===== config.mk =====
export PLATFORM = sky130hd
export DESIGN_NAME = binomial_factor_product_flat
export DESIGN_NICKNAME = d
export VERILOG_FILES = /design/src/sv/bfp_pkg.sv /design/src/sv/bfp_req_if.sv /design/src/sv/bfp_rsp_if.sv /design/src/sv/bfp_csr_if.sv /design/src/sv/bfp_ram.sv /design/src/sv/bfp_queue.sv /design/src/sv/bfp_front.sv /design/src/sv/bfp_back.sv /design/src/sv/binomial_factor_product.sv /design/src/flat_wrapper.sv
export SDC_FILE = /design/constraint.sdc
export NUM_CORES = 2
export LEC_CHECK = 0
export ABC_AREA = 1
export BUFFER_PORTS_ARGS = -buffer_cell sky130_fd_sc_hd__buf_4
export CAP_MARGIN = 20
export CORE_ASPECT_RATIO = 0.8
export CORE_UTILIZATION = 38
export CTS_CLUSTER_SIZE = 24
export DETAILED_ROUTE_END_ITERATION = 7
export PLACE_DENSITY = 0.59
export SYNTH_ARGS = -nofsm -noshare
export SYNTH_HDL_FRONTEND = slang
export SYNTH_SLANG_ARGS = --single-unit
export TNS_END_PERCENT = 5

===== constraint.sdc =====
create_clock -name clock -period 6.6 [get_ports clock]
set_input_delay 0.66 -clock clock [delete_from_list [all_inputs] [get_ports clock]]
set_output_delay 0.66 -clock clock [all_outputs]
set_load 0.005 [all_outputs]

===== src/sv/bfp_pkg.sv =====
// Shared types and constants for the binomial factor product block.
// Depends on nothing; front, back and top use it by scoped names.
package bfp_pkg;

   localparam int MAX_FACTORS_DEF = 32;
   localparam int FRAC_BITS_DEF   = 16;
   localparam int PIDX_W          = 6;
   localparam int QUEUE_DEPTH     = 2;

   // How the back end treats one factor.
   typedef enum logic [1:0] {
      KIND_LOAD   = 2'd0,
      KIND_UPDATE = 2'd1,
      KIND_DROP   = 2'd2
   } kind_type;

   typedef struct packed {
      kind_type kind;
      logic     last;
      logic     dropped;
   } bfp_ctrl_type;

endpackage


===== src/sv/bfp_req_if.sv =====
// Input channel: one linear factor per transaction.
// Depends on nothing.
interface bfp_req_if #(
   parameter int VAL_W = 17
);
   logic             valid;
   logic             ready;
   logic [VAL_W-1:0] p_coef;
   logic [VAL_W-1:0] q_coef;
   logic             last_factor;

   modport source (output valid, output p_coef, output q_coef, output last_factor,
                   input ready);
   modport sink (input valid, input p_coef, input q_coef, input last_factor,
                 output ready);
endinterface


===== src/sv/bfp_rsp_if.sv =====
// Result channel: one product coefficient per transaction.
// Depends on nothing.
interface bfp_rsp_if #(
   parameter int VAL_W  = 17,
   parameter int PIDX_W = 6
);
   logic              valid;
   logic              ready;
   logic [VAL_W-1:0]  coefficient;
   logic [PIDX_W-1:0] power_index;
   logic              last_coef;
   logic              dropped_factors;

   modport source (output valid, output coefficient, output power_index,
                   output last_coef, output dropped_factors, input ready);
   modport sink (input valid, input coefficient, input power_index,
                 input last_coef, input dropped_factors, output ready);
endinterface


===== src/sv/bfp_csr_if.sv =====
// Configuration write channel for the complement mode register.
// Depends on nothing.
interface bfp_csr_if;
   logic valid;
   logic ready;
   logic complement_mode;

   modport source (output valid, output complement_mode, input ready);
   modport sink (input valid, input complement_mode, output ready);
endinterface


===== src/sv/bfp_ram.sv =====
// Generic single-write, single-read RAM with registered read data.
// Depends on nothing.
module bfp_ram #(
   parameter int WIDTH = 17,
   parameter int DEPTH = 33
) (
   input  logic                     clock,
   input  logic                     wr_en,
   input  logic [$clog2(DEPTH)-1:0] wr_addr,
   input  logic [WIDTH-1:0]         wr_data,
   input  logic                     rd_en,
   input  logic [$clog2(DEPTH)-1:0] rd_addr,
   output logic [WIDTH-1:0]         rd_data
);

   logic [WIDTH-1:0] mem_ff [DEPTH];
   logic [WIDTH-1:0] rd_data_ff;

   always_ff @(posedge clock) begin
      if (wr_en) begin
         mem_ff[wr_addr] <= wr_data;
      end
      if (rd_en) begin
         rd_data_ff <= mem_ff[rd_addr];
      end
   end

   assign rd_data = rd_data_ff;

endmodule


===== src/sv/bfp_queue.sv =====
// Short FIFO between the front end and the back end.
// Depends on nothing.
module bfp_queue #(
   parameter int WIDTH = 8,
   parameter int DEPTH = 2
) (
   input  logic             clock,
   input  logic             reset,
   input  logic             push_valid,
   output logic             push_ready,
   input  logic [WIDTH-1:0] push_data,
   input  logic             pop,
   output logic             head_valid,
   output logic [WIDTH-1:0] head_data
);

   localparam int PTR_W = (DEPTH > 1) ? $clog2(DEPTH) : 1;
   localparam int CNT_W = $clog2(DEPTH + 1);

   logic [WIDTH-1:0] slot_ff [DEPTH];
   logic [PTR_W-1:0] wr_ptr_ff, wr_ptr_in;
   logic [PTR_W-1:0] rd_ptr_ff, rd_ptr_in;
   logic [CNT_W-1:0] count_ff, count_in;
   logic             push;

   assign push_ready = (count_ff != CNT_W'(DEPTH));
   assign push       = push_valid && push_ready;
   assign head_valid = (count_ff != '0);
   assign head_data  = slot_ff[rd_ptr_ff];

   always_comb begin
      wr_ptr_in = wr_ptr_ff;
      rd_ptr_in = rd_ptr_ff;
      count_in  = count_ff;
      if (push) begin
         wr_ptr_in = (wr_ptr_ff == PTR_W'(DEPTH - 1)) ? '0 : wr_ptr_ff + PTR_W'(1);
      end
      if (pop) begin
         rd_ptr_in = (rd_ptr_ff == PTR_W'(DEPTH - 1)) ? '0 : rd_ptr_ff + PTR_W'(1);
      end
      if (push && !pop) begin
         count_in = count_ff + CNT_W'(1);
      end else if (pop && !push) begin
         count_in = count_ff - CNT_W'(1);
      end
   end

   always_ff @(posedge clock) begin
      if (reset) begin
         wr_ptr_ff <= '0;
         rd_ptr_ff <= '0;
         count_ff  <= '0;
      end else begin
         wr_ptr_ff <= wr_ptr_in;
         rd_ptr_ff <= rd_ptr_in;
         count_ff  <= count_in;
      end
      if (push) begin
         slot_ff[wr_ptr_ff] <= push_data;
      end
   end

endmodule


===== src/sv/bfp_front.sv =====
// Front end: takes factor transactions, saturates them, sets q to 1 - p in complement
// mode, classifies them by the running count. Depends on bfp_pkg, bfp_req_if, bfp_csr_if.
module bfp_front #(
   parameter int MAX_FACTORS = bfp_pkg::MAX_FACTORS_DEF,
   parameter int FRAC_BITS   = bfp_pkg::FRAC_BITS_DEF,
   localparam int VAL_W      = FRAC_BITS + 1,
   localparam int CNT_W      = $clog2(MAX_FACTORS + 1)
) (
   input  logic                   clock,
   input  logic                   reset,
   bfp_req_if.sink                req,
   bfp_csr_if.sink                csr,
   output logic                   push_valid,
   input  logic                   push_ready,
   output logic [VAL_W-1:0]       push_p,
   output logic [VAL_W-1:0]       push_q,
   output logic [CNT_W-1:0]       push_count,
   output bfp_pkg::bfp_ctrl_type  push_ctrl
);

   localparam logic [VAL_W-1:0] UNIT_VAL = {1'b1, {FRAC_BITS{1'b0}}};

   logic             mode_ff;
   logic [CNT_W-1:0] count_ff, count_in;
   logic             ovf_ff, ovf_in;
   logic [VAL_W-1:0] p_sat, q_sat;
   logic             accept;

   assign csr.ready  = 1'b1;
   assign req.ready  = push_ready;
   assign push_valid = req.valid;
   assign accept     = req.valid && push_ready;

   assign p_sat = (req.p_coef > UNIT_VAL) ? UNIT_VAL : req.p_coef;
   assign q_sat = (req.q_coef > UNIT_VAL) ? UNIT_VAL : req.q_coef;

   always_comb begin
      push_p     = p_sat;
      push_q     = mode_ff ? (UNIT_VAL - p_sat) : q_sat;
      push_count = count_ff;
      priority if (count_ff == '0) begin
         push_ctrl.kind = bfp_pkg::KIND_LOAD;
      end else if (count_ff < CNT_W'(MAX_FACTORS)) begin
         push_ctrl.kind = bfp_pkg::KIND_UPDATE;
      end else begin
         push_ctrl.kind = bfp_pkg::KIND_DROP;
      end
      push_ctrl.last    = req.last_factor;
      push_ctrl.dropped = ovf_ff || (push_ctrl.kind == bfp_pkg::KIND_DROP);
   end

   always_comb begin
      count_in = count_ff;
      ovf_in   = ovf_ff;
      if (accept) begin
         if (req.last_factor) begin
            count_in = '0;
            ovf_in   = 1'b0;
         end else begin
            ovf_in = push_ctrl.dropped;
            if (push_ctrl.kind != bfp_pkg::KIND_DROP) begin
               count_in = count_ff + CNT_W'(1);
            end
         end
      end
   end

   always_ff @(posedge clock) begin
      if (reset) begin
         mode_ff  <= 1'b0;
         count_ff <= '0;
         ovf_ff   <= 1'b0;
      end else begin
         count_ff <= count_in;
         ovf_ff   <= ovf_in;
         if (csr.valid) begin
            mode_ff <= csr.complement_mode;
         end
      end
   end

endmodule


===== src/sv/bfp_back.sv =====
// Back end: sweeps the coefficient memory through a multiply-accumulate pipeline
// and streams the finished polynomial. Depends on bfp_pkg, bfp_ram, bfp_rsp_if.
module bfp_back #(
   parameter int MAX_FACTORS = bfp_pkg::MAX_FACTORS_DEF,
   parameter int FRAC_BITS   = bfp_pkg::FRAC_BITS_DEF,
   localparam int VAL_W      = FRAC_BITS + 1,
   localparam int CNT_W      = $clog2(MAX_FACTORS + 1)
) (
   input  logic                   clock,
   input  logic                   reset,
   input  logic                   q_valid,
   output logic                   q_pop,
   input  logic [VAL_W-1:0]       hd_p,
   input  logic [VAL_W-1:0]       hd_q,
   input  logic [CNT_W-1:0]       hd_count,
   input  bfp_pkg::bfp_ctrl_type  hd_ctrl,
   bfp_rsp_if.source              rsp
);

   localparam int PROD_W = 2 * VAL_W;
   localparam int SUM_W  = VAL_W + 1;
   localparam logic [VAL_W-1:0]  UNIT_VAL = {1'b1, {FRAC_BITS{1'b0}}};
   localparam logic [PROD_W-1:0] HALF_VAL =
      {{(PROD_W - FRAC_BITS){1'b0}}, 1'b1, {(FRAC_BITS - 1){1'b0}}};

   typedef enum logic [5:0] {
      ST_IDLE      = 6'b000001,
      ST_SWEEP     = 6'b000010,
      ST_DRAIN     = 6'b000100,
      ST_EMIT_RD   = 6'b001000,
      ST_EMIT_WAIT = 6'b010000,
      ST_EMIT_HOLD = 6'b100000
   } state_type;

   state_type         state_ff, state_in;
   logic [CNT_W-1:0]  idx_ff, idx_in;
   logic [VAL_W-1:0]  prev_ff, prev_in;
   logic              rd_valid_ff;
   logic [CNT_W-1:0]  rd_idx_ff;
   logic              mul_valid_ff;
   logic [CNT_W-1:0]  mul_idx_ff;
   logic [PROD_W-1:0] prod_q_ff, prod_p_ff;
   logic              out_valid_ff, out_valid_in;
   logic [VAL_W-1:0]  out_coef_ff, out_coef_in;
   logic [CNT_W-1:0]  out_idx_ff, out_idx_in;
   logic              out_last_ff, out_last_in;
   logic              out_drop_ff, out_drop_in;

   logic              rd_en;
   logic [CNT_W-1:0]  rd_addr;
   logic [VAL_W-1:0]  rd_data;
   logic [VAL_W-1:0]  wr_data;
   logic [VAL_W-1:0]  cur_val;
   logic [PROD_W-1:0] rnd_q, rnd_p;
   logic [SUM_W-1:0]  sum;
   logic [CNT_W-1:0]  sweep_top, final_top;

   bfp_ram #(
      .WIDTH (VAL_W),
      .DEPTH (MAX_FACTORS + 1)
   ) u_coef_ram (
      .clock   (clock),
      .wr_en   (mul_valid_ff),
      .wr_addr (mul_idx_ff),
      .wr_data (wr_data),
      .rd_en   (rd_en),
      .rd_addr (rd_addr),
      .rd_data (rd_data)
   );

   assign sweep_top = hd_count + CNT_W'(1);
   assign final_top = (hd_ctrl.kind == bfp_pkg::KIND_DROP) ? hd_count : sweep_top;

   // The first factor of a run is applied to the constant polynomial 1, so the
   // seed entry reads as one and every entry above the old top reads as zero.
   always_comb begin
      if (hd_ctrl.kind == bfp_pkg::KIND_LOAD) begin
         cur_val = (rd_idx_ff == '0) ? UNIT_VAL : '0;
      end else begin
         cur_val = (rd_idx_ff <= hd_count) ? rd_data : '0;
      end
   end

   // Round each product to nearest, add, and saturate at one.
   always_comb begin
      rnd_q   = prod_q_ff + HALF_VAL;
      rnd_p   = prod_p_ff + HALF_VAL;
      sum     = SUM_W'(rnd_q >> FRAC_BITS) + SUM_W'(rnd_p >> FRAC_BITS);
      wr_data = (sum > SUM_W'(UNIT_VAL)) ? UNIT_VAL : sum[VAL_W-1:0];
   end

   always_comb begin
      state_in     = state_ff;
      idx_in       = idx_ff;
      prev_in      = rd_valid_ff ? cur_val : prev_ff;
      out_valid_in = out_valid_ff;
      out_coef_in  = out_coef_ff;
      out_idx_in   = out_idx_ff;
      out_last_in  = out_last_ff;
      out_drop_in  = out_drop_ff;
      rd_en        = 1'b0;
      rd_addr      = idx_ff;
      q_pop        = 1'b0;
      unique case (state_ff)
         ST_IDLE: begin
            if (q_valid) begin
               if (hd_ctrl.kind == bfp_pkg::KIND_DROP) begin
                  if (hd_ctrl.last) begin
                     state_in = ST_EMIT_RD;
                     idx_in   = '0;
                  end else begin
                     q_pop = 1'b1;
                  end
               end else begin
                  state_in = ST_SWEEP;
                  idx_in   = '0;
                  prev_in  = '0;
               end
            end
         end
         ST_SWEEP: begin
            rd_en = 1'b1;
            if (idx_ff == sweep_top) begin
               state_in = ST_DRAIN;
            end else begin
               idx_in = idx_ff + CNT_W'(1);
            end
         end
         ST_DRAIN: begin
            if (!rd_valid_ff && !mul_valid_ff) begin
               if (hd_ctrl.last) begin
                  state_in = ST_EMIT_RD;
                  idx_in   = '0;
               end else begin
                  q_pop    = 1'b1;
                  state_in = ST_IDLE;
               end
            end
         end
         ST_EMIT_RD: begin
            rd_en    = 1'b1;
            state_in = ST_EMIT_WAIT;
         end
         ST_EMIT_WAIT: begin
            out_valid_in = 1'b1;
            out_coef_in  = rd_data;
            out_idx_in   = idx_ff;
            out_last_in  = (idx_ff == final_top);
            out_drop_in  = hd_ctrl.dropped;
            state_in     = ST_EMIT_HOLD;
         end
         ST_EMIT_HOLD: begin
            if (rsp.ready) begin
               out_valid_in = 1'b0;
               if (out_last_ff) begin
                  q_pop    = 1'b1;
                  state_in = ST_IDLE;
               end else begin
                  idx_in   = idx_ff + CNT_W'(1);
                  rd_en    = 1'b1;
                  rd_addr  = idx_ff + CNT_W'(1);
                  state_in = ST_EMIT_WAIT;
               end
            end
         end
         default: begin
            state_in = ST_IDLE;
         end
      endcase
   end

   always_ff @(posedge clock) begin
      if (reset) begin
         state_ff     <= ST_IDLE;
         rd_valid_ff  <= 1'b0;
         mul_valid_ff <= 1'b0;
         out_valid_ff <= 1'b0;
      end else begin
         state_ff     <= state_in;
         rd_valid_ff  <= (state_ff == ST_SWEEP);
         mul_valid_ff <= rd_valid_ff;
         out_valid_ff <= out_valid_in;
      end
      idx_ff      <= idx_in;
      prev_ff     <= prev_in;
      rd_idx_ff   <= idx_ff;
      mul_idx_ff  <= rd_idx_ff;
      prod_q_ff   <= PROD_W'(cur_val) * PROD_W'(hd_q);
      prod_p_ff   <= PROD_W'(prev_ff) * PROD_W'(hd_p);
      out_coef_ff <= out_coef_in;
      out_idx_ff  <= out_idx_in;
      out_last_ff <= out_last_in;
      out_drop_ff <= out_drop_in;
   end

   assign rsp.valid           = out_valid_ff;
   assign rsp.coefficient     = out_coef_ff;
   assign rsp.power_index     = bfp_pkg::PIDX_W'(out_idx_ff);
   assign rsp.last_coef       = out_last_ff;
   assign rsp.dropped_factors = out_drop_ff;

   a_write_in_sweep: assert property (@(posedge clock) disable iff (reset)
      mul_valid_ff |-> (state_ff == ST_SWEEP || state_ff == ST_DRAIN))
      else $error("coefficient write outside the update sweep");

   a_out_only_hold: assert property (@(posedge clock) disable iff (reset)
      out_valid_ff |-> (state_ff == ST_EMIT_HOLD))
      else $error("result presented outside the emit hold state");

   a_read_feeds_mac: assert property (@(posedge clock) disable iff (reset)
      rd_valid_ff |=> mul_valid_ff)
      else $error("sweep read did not reach the write stage");

   a_pop_nonempty: assert property (@(posedge clock) disable iff (reset)
      q_pop |-> q_valid)
      else $error("queue popped while empty");

endmodule


===== src/sv/binomial_factor_product.sv =====
// Multiplies linear factors (q + p*z) into one polynomial with Q1.FRAC_BITS
// coefficients and streams the result on the factor marked last. A factor waits in
// a two-entry queue while the back end sweeps the coefficient memory one entry a
// cycle through a rounding multiply-accumulate pipeline; the back end takes the next
// factor only once that sweep has drained. A factor beyond MAX_FACTORS is discarded
// and flagged. The n+1 results of a run that keeps n factors leave one at a time:
// each is read from the registered memory into the output register after the sink
// has taken the one before it.
module binomial_factor_product #(
   parameter int MAX_FACTORS = bfp_pkg::MAX_FACTORS_DEF,
   parameter int FRAC_BITS   = bfp_pkg::FRAC_BITS_DEF
) (
   input  logic       clock,
   input  logic       reset,
   bfp_req_if.sink    req,
   bfp_rsp_if.source  rsp,
   bfp_csr_if.sink    csr
);

   localparam int VAL_W  = FRAC_BITS + 1;
   localparam int CNT_W  = $clog2(MAX_FACTORS + 1);
   localparam int CTRL_W = $bits(bfp_pkg::bfp_ctrl_type);
   localparam int QW     = CTRL_W + CNT_W + 2 * VAL_W;

   logic                  push_valid, push_ready;
   logic [VAL_W-1:0]      push_p, push_q;
   logic [CNT_W-1:0]      push_count;
   bfp_pkg::bfp_ctrl_type push_ctrl;
   logic [QW-1:0]         push_data, head_data;
   logic                  head_valid, q_pop;
   logic [VAL_W-1:0]      hd_p, hd_q;
   logic [CNT_W-1:0]      hd_count;
   bfp_pkg::bfp_ctrl_type hd_ctrl;

   bfp_front #(
      .MAX_FACTORS (MAX_FACTORS),
      .FRAC_BITS   (FRAC_BITS)
   ) u_front (
      .clock      (clock),
      .reset      (reset),
      .req        (req),
      .csr        (csr),
      .push_valid (push_valid),
      .push_ready (push_ready),
      .push_p     (push_p),
      .push_q     (push_q),
      .push_count (push_count),
      .push_ctrl  (push_ctrl)
   );

   assign push_data = {push_ctrl, push_count, push_p, push_q};

   bfp_queue #(
      .WIDTH (QW),
      .DEPTH (bfp_pkg::QUEUE_DEPTH)
   ) u_queue (
      .clock      (clock),
      .reset      (reset),
      .push_valid (push_valid),
      .push_ready (push_ready),
      .push_data  (push_data),
      .pop        (q_pop),
      .head_valid (head_valid),
      .head_data  (head_data)
   );

   assign {hd_ctrl, hd_count, hd_p, hd_q} = head_data;

   bfp_back #(
      .MAX_FACTORS (MAX_FACTORS),
      .FRAC_BITS   (FRAC_BITS)
   ) u_back (
      .clock    (clock),
      .reset    (reset),
      .q_valid  (head_valid),
      .q_pop    (q_pop),
      .hd_p     (hd_p),
      .hd_q     (hd_q),
      .hd_count (hd_count),
      .hd_ctrl  (hd_ctrl),
      .rsp      (rsp)
   );

endmodule

===== src/flat_wrapper.sv =====
// flat-port wrapper written by rule: the top's interface ports become plain ports
module binomial_factor_product_flat 
#(
   parameter int MAX_FACTORS = bfp_pkg::MAX_FACTORS_DEF,
   parameter int FRAC_BITS   = bfp_pkg::FRAC_BITS_DEF
)
  (clock, reset, req_valid, req_p_coef, req_q_coef, req_last_factor, req_ready, rsp_valid, rsp_coefficient, rsp_power_index, rsp_last_coef, rsp_dropped_factors, rsp_ready, csr_valid, csr_complement_mode, csr_ready);
  bfp_req_if req_i ();
  bfp_rsp_if rsp_i ();
  bfp_csr_if csr_i ();
  input  logic clock;
  input  logic reset;
  input wire logic [$bits(req_i.valid)-1:0] req_valid;
  input wire logic [$bits(req_i.p_coef)-1:0] req_p_coef;
  input wire logic [$bits(req_i.q_coef)-1:0] req_q_coef;
  input wire logic [$bits(req_i.last_factor)-1:0] req_last_factor;
  output wire logic [$bits(req_i.ready)-1:0] req_ready;
  output wire logic [$bits(rsp_i.valid)-1:0] rsp_valid;
  output wire logic [$bits(rsp_i.coefficient)-1:0] rsp_coefficient;
  output wire logic [$bits(rsp_i.power_index)-1:0] rsp_power_index;
  output wire logic [$bits(rsp_i.last_coef)-1:0] rsp_last_coef;
  output wire logic [$bits(rsp_i.dropped_factors)-1:0] rsp_dropped_factors;
  input wire logic [$bits(rsp_i.ready)-1:0] rsp_ready;
  input wire logic [$bits(csr_i.valid)-1:0] csr_valid;
  input wire logic [$bits(csr_i.complement_mode)-1:0] csr_complement_mode;
  output wire logic [$bits(csr_i.ready)-1:0] csr_ready;
  assign req_i.valid = req_valid;
  assign req_i.p_coef = req_p_coef;
  assign req_i.q_coef = req_q_coef;
  assign req_i.last_factor = req_last_factor;
  assign req_ready = req_i.ready;
  assign rsp_valid = rsp_i.valid;
  assign rsp_coefficient = rsp_i.coefficient;
  assign rsp_power_index = rsp_i.power_index;
  assign rsp_last_coef = rsp_i.last_coef;
  assign rsp_dropped_factors = rsp_i.dropped_factors;
  assign rsp_i.ready = rsp_ready;
  assign csr_i.valid = csr_valid;
  assign csr_i.complement_mode = csr_complement_mode;
  assign csr_ready = csr_i.ready;
  binomial_factor_product #(.MAX_FACTORS(MAX_FACTORS), .FRAC_BITS(FRAC_BITS)) u_core (.clock(clock), .reset(reset), .req(req_i), .rsp(rsp_i), .csr(csr_i));
endmodule

* Word-level counts from Yosys, hierarchy flattened
Memory sizes are Yosys's and may differ from the RTL's. A register that Yosys moved wholly into a read port is not among the register bits. Index checks and enable logic that the tools add are counted.
Operators by class: add/subtract/negate cells 11, multiply operators 2, divide/modulo/power cells 0, magnitude comparators 5, eq/ne operators 18, shift-type cells 0, multiplexer cells 57, bitwise gates (word level) 0, reduce and logical (&&, ||, !) cells 22
Operator list (number):
- 17-bit two-way mux | 11
- 6-bit two-way mux | 17
- 34-bit by 16-bit adder with 34-bit output (second input constant) | 2
- 17-bit by 17-bit multiplier with 34-bit output | 2
- 6-bit case mux with 6 select lines | 1
- 17-bit greater-than comparator (second input constant) | 2
- 6-bit case mux with 4 select lines | 1
- 18-bit adder | 1
- 6-bit by 1-bit adder with 6-bit output (second input constant) | 3
- 18-bit by 17-bit greater-than comparator with 1-bit output (second input constant) | 1
- 1-bit two-way mux | 18
- 17-bit subtractor (first input constant) | 1
- 6-bit == test | 2
- 6-bit logical NOT | 2
- 2-bit != test (second input constant) | 6
- 2-bit two-way mux | 4
- 2-bit nonzero test | 4
- 6-bit by 1-bit == test with 1-bit output (second input constant) | 1
- 6-bit by 2-bit == test with 1-bit output (second input constant) | 1
- 6-bit by 3-bit == test with 1-bit output (second input constant) | 1
- 6-bit by 4-bit == test with 1-bit output (second input constant) | 1
- 6-bit by 5-bit == test with 1-bit output (second input constant) | 1
- 6-bit == test (second input constant) | 1
- 6-bit <= comparator | 1
- 20 further kinds | 30
Storage, ports and cells: register bits after elaboration 149, bits in latches 0, memory bits (writable) 649, memory bits (read-only) 0, input port bits 41, output and inout bits 28, logic and storage cells 137, memories 2
Memory list:
- u_core.u_back.u_coef_ram.mem_ff | words 33, bits a word 17, read ports 1, clocked after Yosys merged registers in 1, write ports 1, line bfp_ram.sv:16 | logic [WIDTH-1:0] mem_ff [DEPTH];
- u_core.u_queue.slot_ff | words 2, bits a word 44, read ports 1, clocked after Yosys merged registers in 1, write ports 1, line bfp_queue.sv:20 | logic [WIDTH-1:0] slot_ff [DEPTH];

* Depth between registers and ports, before layout
depth in word-level cells 7, mapped depth 37

* Modules after synthesis
From an unflattened synthesis, not the netlist that was laid out.
Unflattened totals: cell total of the unflattened synthesis 5613, area, all modules 52922.0 µm²
By module, submodules not included:
- bfp_back | instances 1, cells each 3284, area each 24898.9 µm²
- bfp_ram | instances 1, cells each 1928, area each 23158.5 µm²
- bfp_queue | instances 1, cells each 172, area each 3613.5 µm²
- bfp_front | instances 1, cells each 229, area each 1251.2 µm²

* Worst setup path before layout
OpenSTA, ideal clock, no wires.
path type reg-to-reg, from register (tool-made name), to register u_core.u_back.prod_q_ff[23], library setup time 72 ps, arrival time 6643 ps, required time 6528 ps, slack -114 ps, stages on the path, launching flop included 35, path buffers 3, clock period less this slack 6714 ps, cell sequence dfxtp_1 buf_2 buf_2 nand2_1 nand2_1 inv_1 ha_1 nand2_1 nor2_1 o21ai_0 a32oi_1 buf_2 nor2_1 inv_2 nor2_1 fa_1 inv_1 fa_1 fa_1 fa_1 inv_1 fa_1 inv_1 fa_1 inv_1 ha_1 nand2_1 nor2_1 nor3b_1 nand2_1 nand3_1 nand2_1 nand3_1 a21boi_0 xor2_1
RTL lines:
- end signal: assignment | line bfp_back.sv:188 | prod_q_ff <= PROD_W'(cur_val) * PROD_W'(hd_q);
- end: declaration | line bfp_back.sv:42 | logic [PROD_W-1:0] prod_q_ff, prod_p_ff;

==> metrics.md <==
| Metric | Value |
|---|---|
| Outcome | `finished, final reports clean` |
| CTS tree | `built` |
| Clk_lat worst skew | `~0.7 ns` |
| Main flop type after synthesis | `edfxtp_1` |
| Gpl congestion | `0.9511` |
| CTS Buffer Depth | `3` |
| Count of cell types in the netlist | `54` |
| PortBufs | `67` |
| Max Clk Rate | `151.6 MHz` |
| Finished Cell Area | `0.06188 sq mm` |
| Mean area per synthesized cell | `approximately 9.1 sq um` |
| Post-synth EDFFs | `about 700` |
| WS Path Type | `reg -> reg` |
| Vias in the first global route | `39480` |
| Cell mode on critical path | `fa_1` |
| CORE AREA | `between 0.1 and 0.15 sq mm` |
| Post-Place Cells | `7914` |
| Layout cells sized above 1 | `0.1271` |
| Clock slew at reported path FFs | `about 0.06 ns` |
| RSZ-0062 raised after global routing | `yes` |
| Core Rows | `123` |
| Drt drc | `0` |
| Clk root buf | `clkbuf_16` |
| Final nets | `6877` |
| DP Area | `between 0.05 and 0.06 sq mm` |
| Multiplexer area fraction after synthesis | `0` |
| CTS Sinks | `about 790` |
| Asr flop ratio synth | `0` |
| Layout area overhead | `15.02%` |
| CTS Buf Count | `84` |
| Routed wire per std cell | `19.48 um` |
| Layout Cells excl Fill | `8086` |
| Die W | `422.7 um` |
| Via-to-Cell Ratio | `roughly 5` |
| Layout Skew | `0.05938 ns` |
| # IOs | `between 60 and 70` |
| Syn Std Cell Area | `0.05380 sq mm` |
| Starting Density | `0.3829` |
| Syn nets | `6616` |
| Largest family of logic cells by synthesized area | `adder cells` |
| Max-slew headroom | `0.1799` |
| Hold_buf cts | `0` |
| Adder-cell share of the synthesized area | `0.2221` |
| Starting DRT DRC Count | `between 3000 and 4000` |
| Max-slew violations | `0` |
| Syn Inst Count | `5887` |
| Die Area | `0.1431 sq mm` |
| Tot GR Track Use | `0.2172` |
| Max Cap Viol | `0` |
| Initial antenna violation count | `5` |
| Worst-path fanout max | `7` |
| Critical Path Max Stage Delay | `0.60 ns` |
| Critical path startpoint category | `flop` |
| Final setup fails | `0` |
| Min Tclk post-route | `6.597 ns` |
| H-Tree Depth | `3` |
| Routed Wire Length | `157500 um` |
| First-pass GRT wire length | `around 240000 um` |
| Post-DP HPWL | `between 100000 and 150000 um` |
| Arr. time, crit path | `between 7 and 8 ns` |
| Flop-to-flop setup slack | `0.003 ns` |
| Yosys reg bits | `approximately 800` |
| Critical Path RT | `slightly above 7 ns` |
| Largest net degree at the start of global routing | `203` |
| Final period util | `0.9995` |
| Hold Crit Class | `in -> reg` |
| Hold Vio Cnt, Final | `0` |
| Synth Area in Compound Gates | `0.03502` |
| Area fraction in and, or, nand and nor cells after synthesis | `0.2130` |
| Routed Antenna Nets | `0` |
| Register area share after synthesis | `0.4221` |
| Critical Path Sink Type | `flop` |
| Yosys warning count | `0` |
| Pre-Repair DR Iteration Count | `6` |
| Chip height | `338.6 um` |
| Total congestion overflow | `0` |
| Xor and xnor area share after synthesis | `0.01432` |
| Vias after detailed routing | `about 41000` |
| Slew @ Worst Pin | `1.230 ns` |
| Crit path max-delay cell type | `fa_1` |
synthesized netlist by cell type (all sizes together), types with 2 or more instances:
| cell | count | area share |
|---|---|---|
| nand2 | 1399 | 0.098 |
| inv | 1044 | 0.073 |
| nand3 | 750 | 0.070 |
| edfxtp | 697 | 0.39 |
| fa | 445 | 0.17 |
| nor2 | 430 | 0.030 |
| ha | 243 | 0.057 |
| a21oi | 159 | 0.016 |
| buf | 137 | 0.014 |
| o21ai | 131 | 0.013 |
| clkbuf | 90 | 0.0063 |
| dfxtp | 89 | 0.033 |
| xor2 | 63 | 0.010 |
| or2 | 36 | 0.0042 |
| nor3 | 27 | 0.0025 |
| nand3b | 25 | 0.0035 |
| xnor2 | 25 | 0.0041 |
| nand4 | 23 | 0.0027 |
| nor4 | 11 | 0.0013 |
| clkinv | 9 | 0.00063 |
| o211ai | 7 | 0.00098 |
| o21a | 6 | 0.00084 |
| o21bai | 6 | 0.00084 |
| a21o | 5 | 0.00070 |
| a31oi | 5 | 0.00058 |
| nor3b | 3 | 0.00042 |
| o221ai | 3 | 0.00049 |
| o31ai | 3 | 0.00042 |
| a31o | 2 | 0.00033 |
| and2 | 2 | 0.00023 |
| o22ai | 2 | 0.00023 |
| o41ai | 2 | 0.00033 |
routing by layer:
metal,track usage,up-vias,part of all wire
li1,-,19240,-
met1,0.3312,19930,0.46
met2,0.3133,1594,0.42
met3,0.03840,228,0.083
met4,0.06137,2,0.029
met5,0,-,0.000083
final cells by class:
cell class                      count  area [sq um]
Fill cell                       13400         78630
Multi-Input combinational cell   3821         26890
Sequential cell                   786         22720
Inverter                         1053          3984
Timing Repair Buffer              402          3354
Tap cell                         1875          2346
Clock buffer                       98          2176
Clock inverter                     50         417.9
Antenna cell                        1         2.502
critical path, delay by kind of cell, from the launching register on:
kind                     cells  cell delay [ns]
buffers and inverters        9             0.86
AO/OA/AOI/OAI                2             0.40
AND/OR/NAND/NOR             13             1.18
adder cells (fa/ha/maj)      8             3.65
flip-flops                   1             0.37
registers in the layout, summed over array words and instances, names as in the netlist, 17 cells and up, named ones only:
signal                            count
u_core.u_back.prod_q_ff              19
u_core.u_back.prod_p_ff              19
u_core.u_back.prev_ff                17
u_core.u_back.rsp.coefficient        17
u_core.u_back.u_coef_ram.mem_ff     561
u_core.u_queue.slot_ff               88
u_core.u_back.u_coef_ram.rd_data     17
cell usage in the layout, fill, tap and decap left out, drive strengths merged, types with 2 or more instances in the layout:
cell type / count
and2: 2
o211ai: 7
clkbuf: 98
nand4: 23
o21bai: 6
xor2: 63
o21ai: 131
a21o: 5
a21oi: 159
buf: 402
o221ai: 3
nor3: 27
nor2: 430
a31oi: 5
nand3: 750
clkinvlp: 6
fa: 445
o21a: 6
xnor2: 25
inv: 1049
bufinv: 2
dfxtp: 89
o22ai: 2
nand2: 1399
clkinv: 46
a31o: 2
ha: 243
edfxtp: 697
or2: 36
nand3b: 25
o31ai: 3
nor3b: 3
o41ai: 2
nor4: 11
path summary, 6_finish.rpt:
kind	start	cells past startpoint	end
worst max-delay path	flop	32	u_core.u_back.prod_q_ff[28]$_DFF_P_
worst min-delay path	req_last_factor	1	u_core.u_queue.slot_ff[1][41]$_DFFE_PP_
worst max register to register	flop	32	u_core.u_back.prod_q_ff[28]$_DFF_P_
worst min register to register	u_core.u_back.rd_idx_ff[0]$_DFF_P_	0	u_core.u_back.mul_idx_ff[0]$_DFF_P_
through the flow:
stage,utilization,hold WS (ns),setup WS [ns],TNS [ns]
3_3_place_gp,0.4145,0.3669,-0.2013,-2.199
3_5_place_dp,0.4152,0.3620,-0.2576,-2.938
4_1_cts,0.4346,0.1280,-0.03756,-0.2222
6_report,0.4404,0.1727,0.003471,0
5_1_grt,0.4404,0.1407,-0.2561,-3.698
2_1_floorplan,-,0.3511,-0.02523,-0.03725
cells by family (layout without fill, tap and decap cells):
kind of cell             count (synthesis)  after routing
adder cells (fa/ha/maj)                688            688
flip-flops                             786            786
AND/OR/NAND/NOR                       2707           2707
AO/OA/AOI/OAI                          337            337
buffers and inverters                 1280           1603
other                                    1              2
XOR/XNOR                                88             88
repair_timing:
| action | in CTS | in global routing |
|---|---|---|
| buffers inserted | 0 | 18 |
| pin swaps | 7 | 69 |
| setup endpoints to repair | 25 | 35 |
| cloned | 0 | 2 |
| gates resized for setup | 36 | 189 |
Power is not shown: default switching activity piles up to over one toggle a cycle in this logic, so the estimate is an artifact.
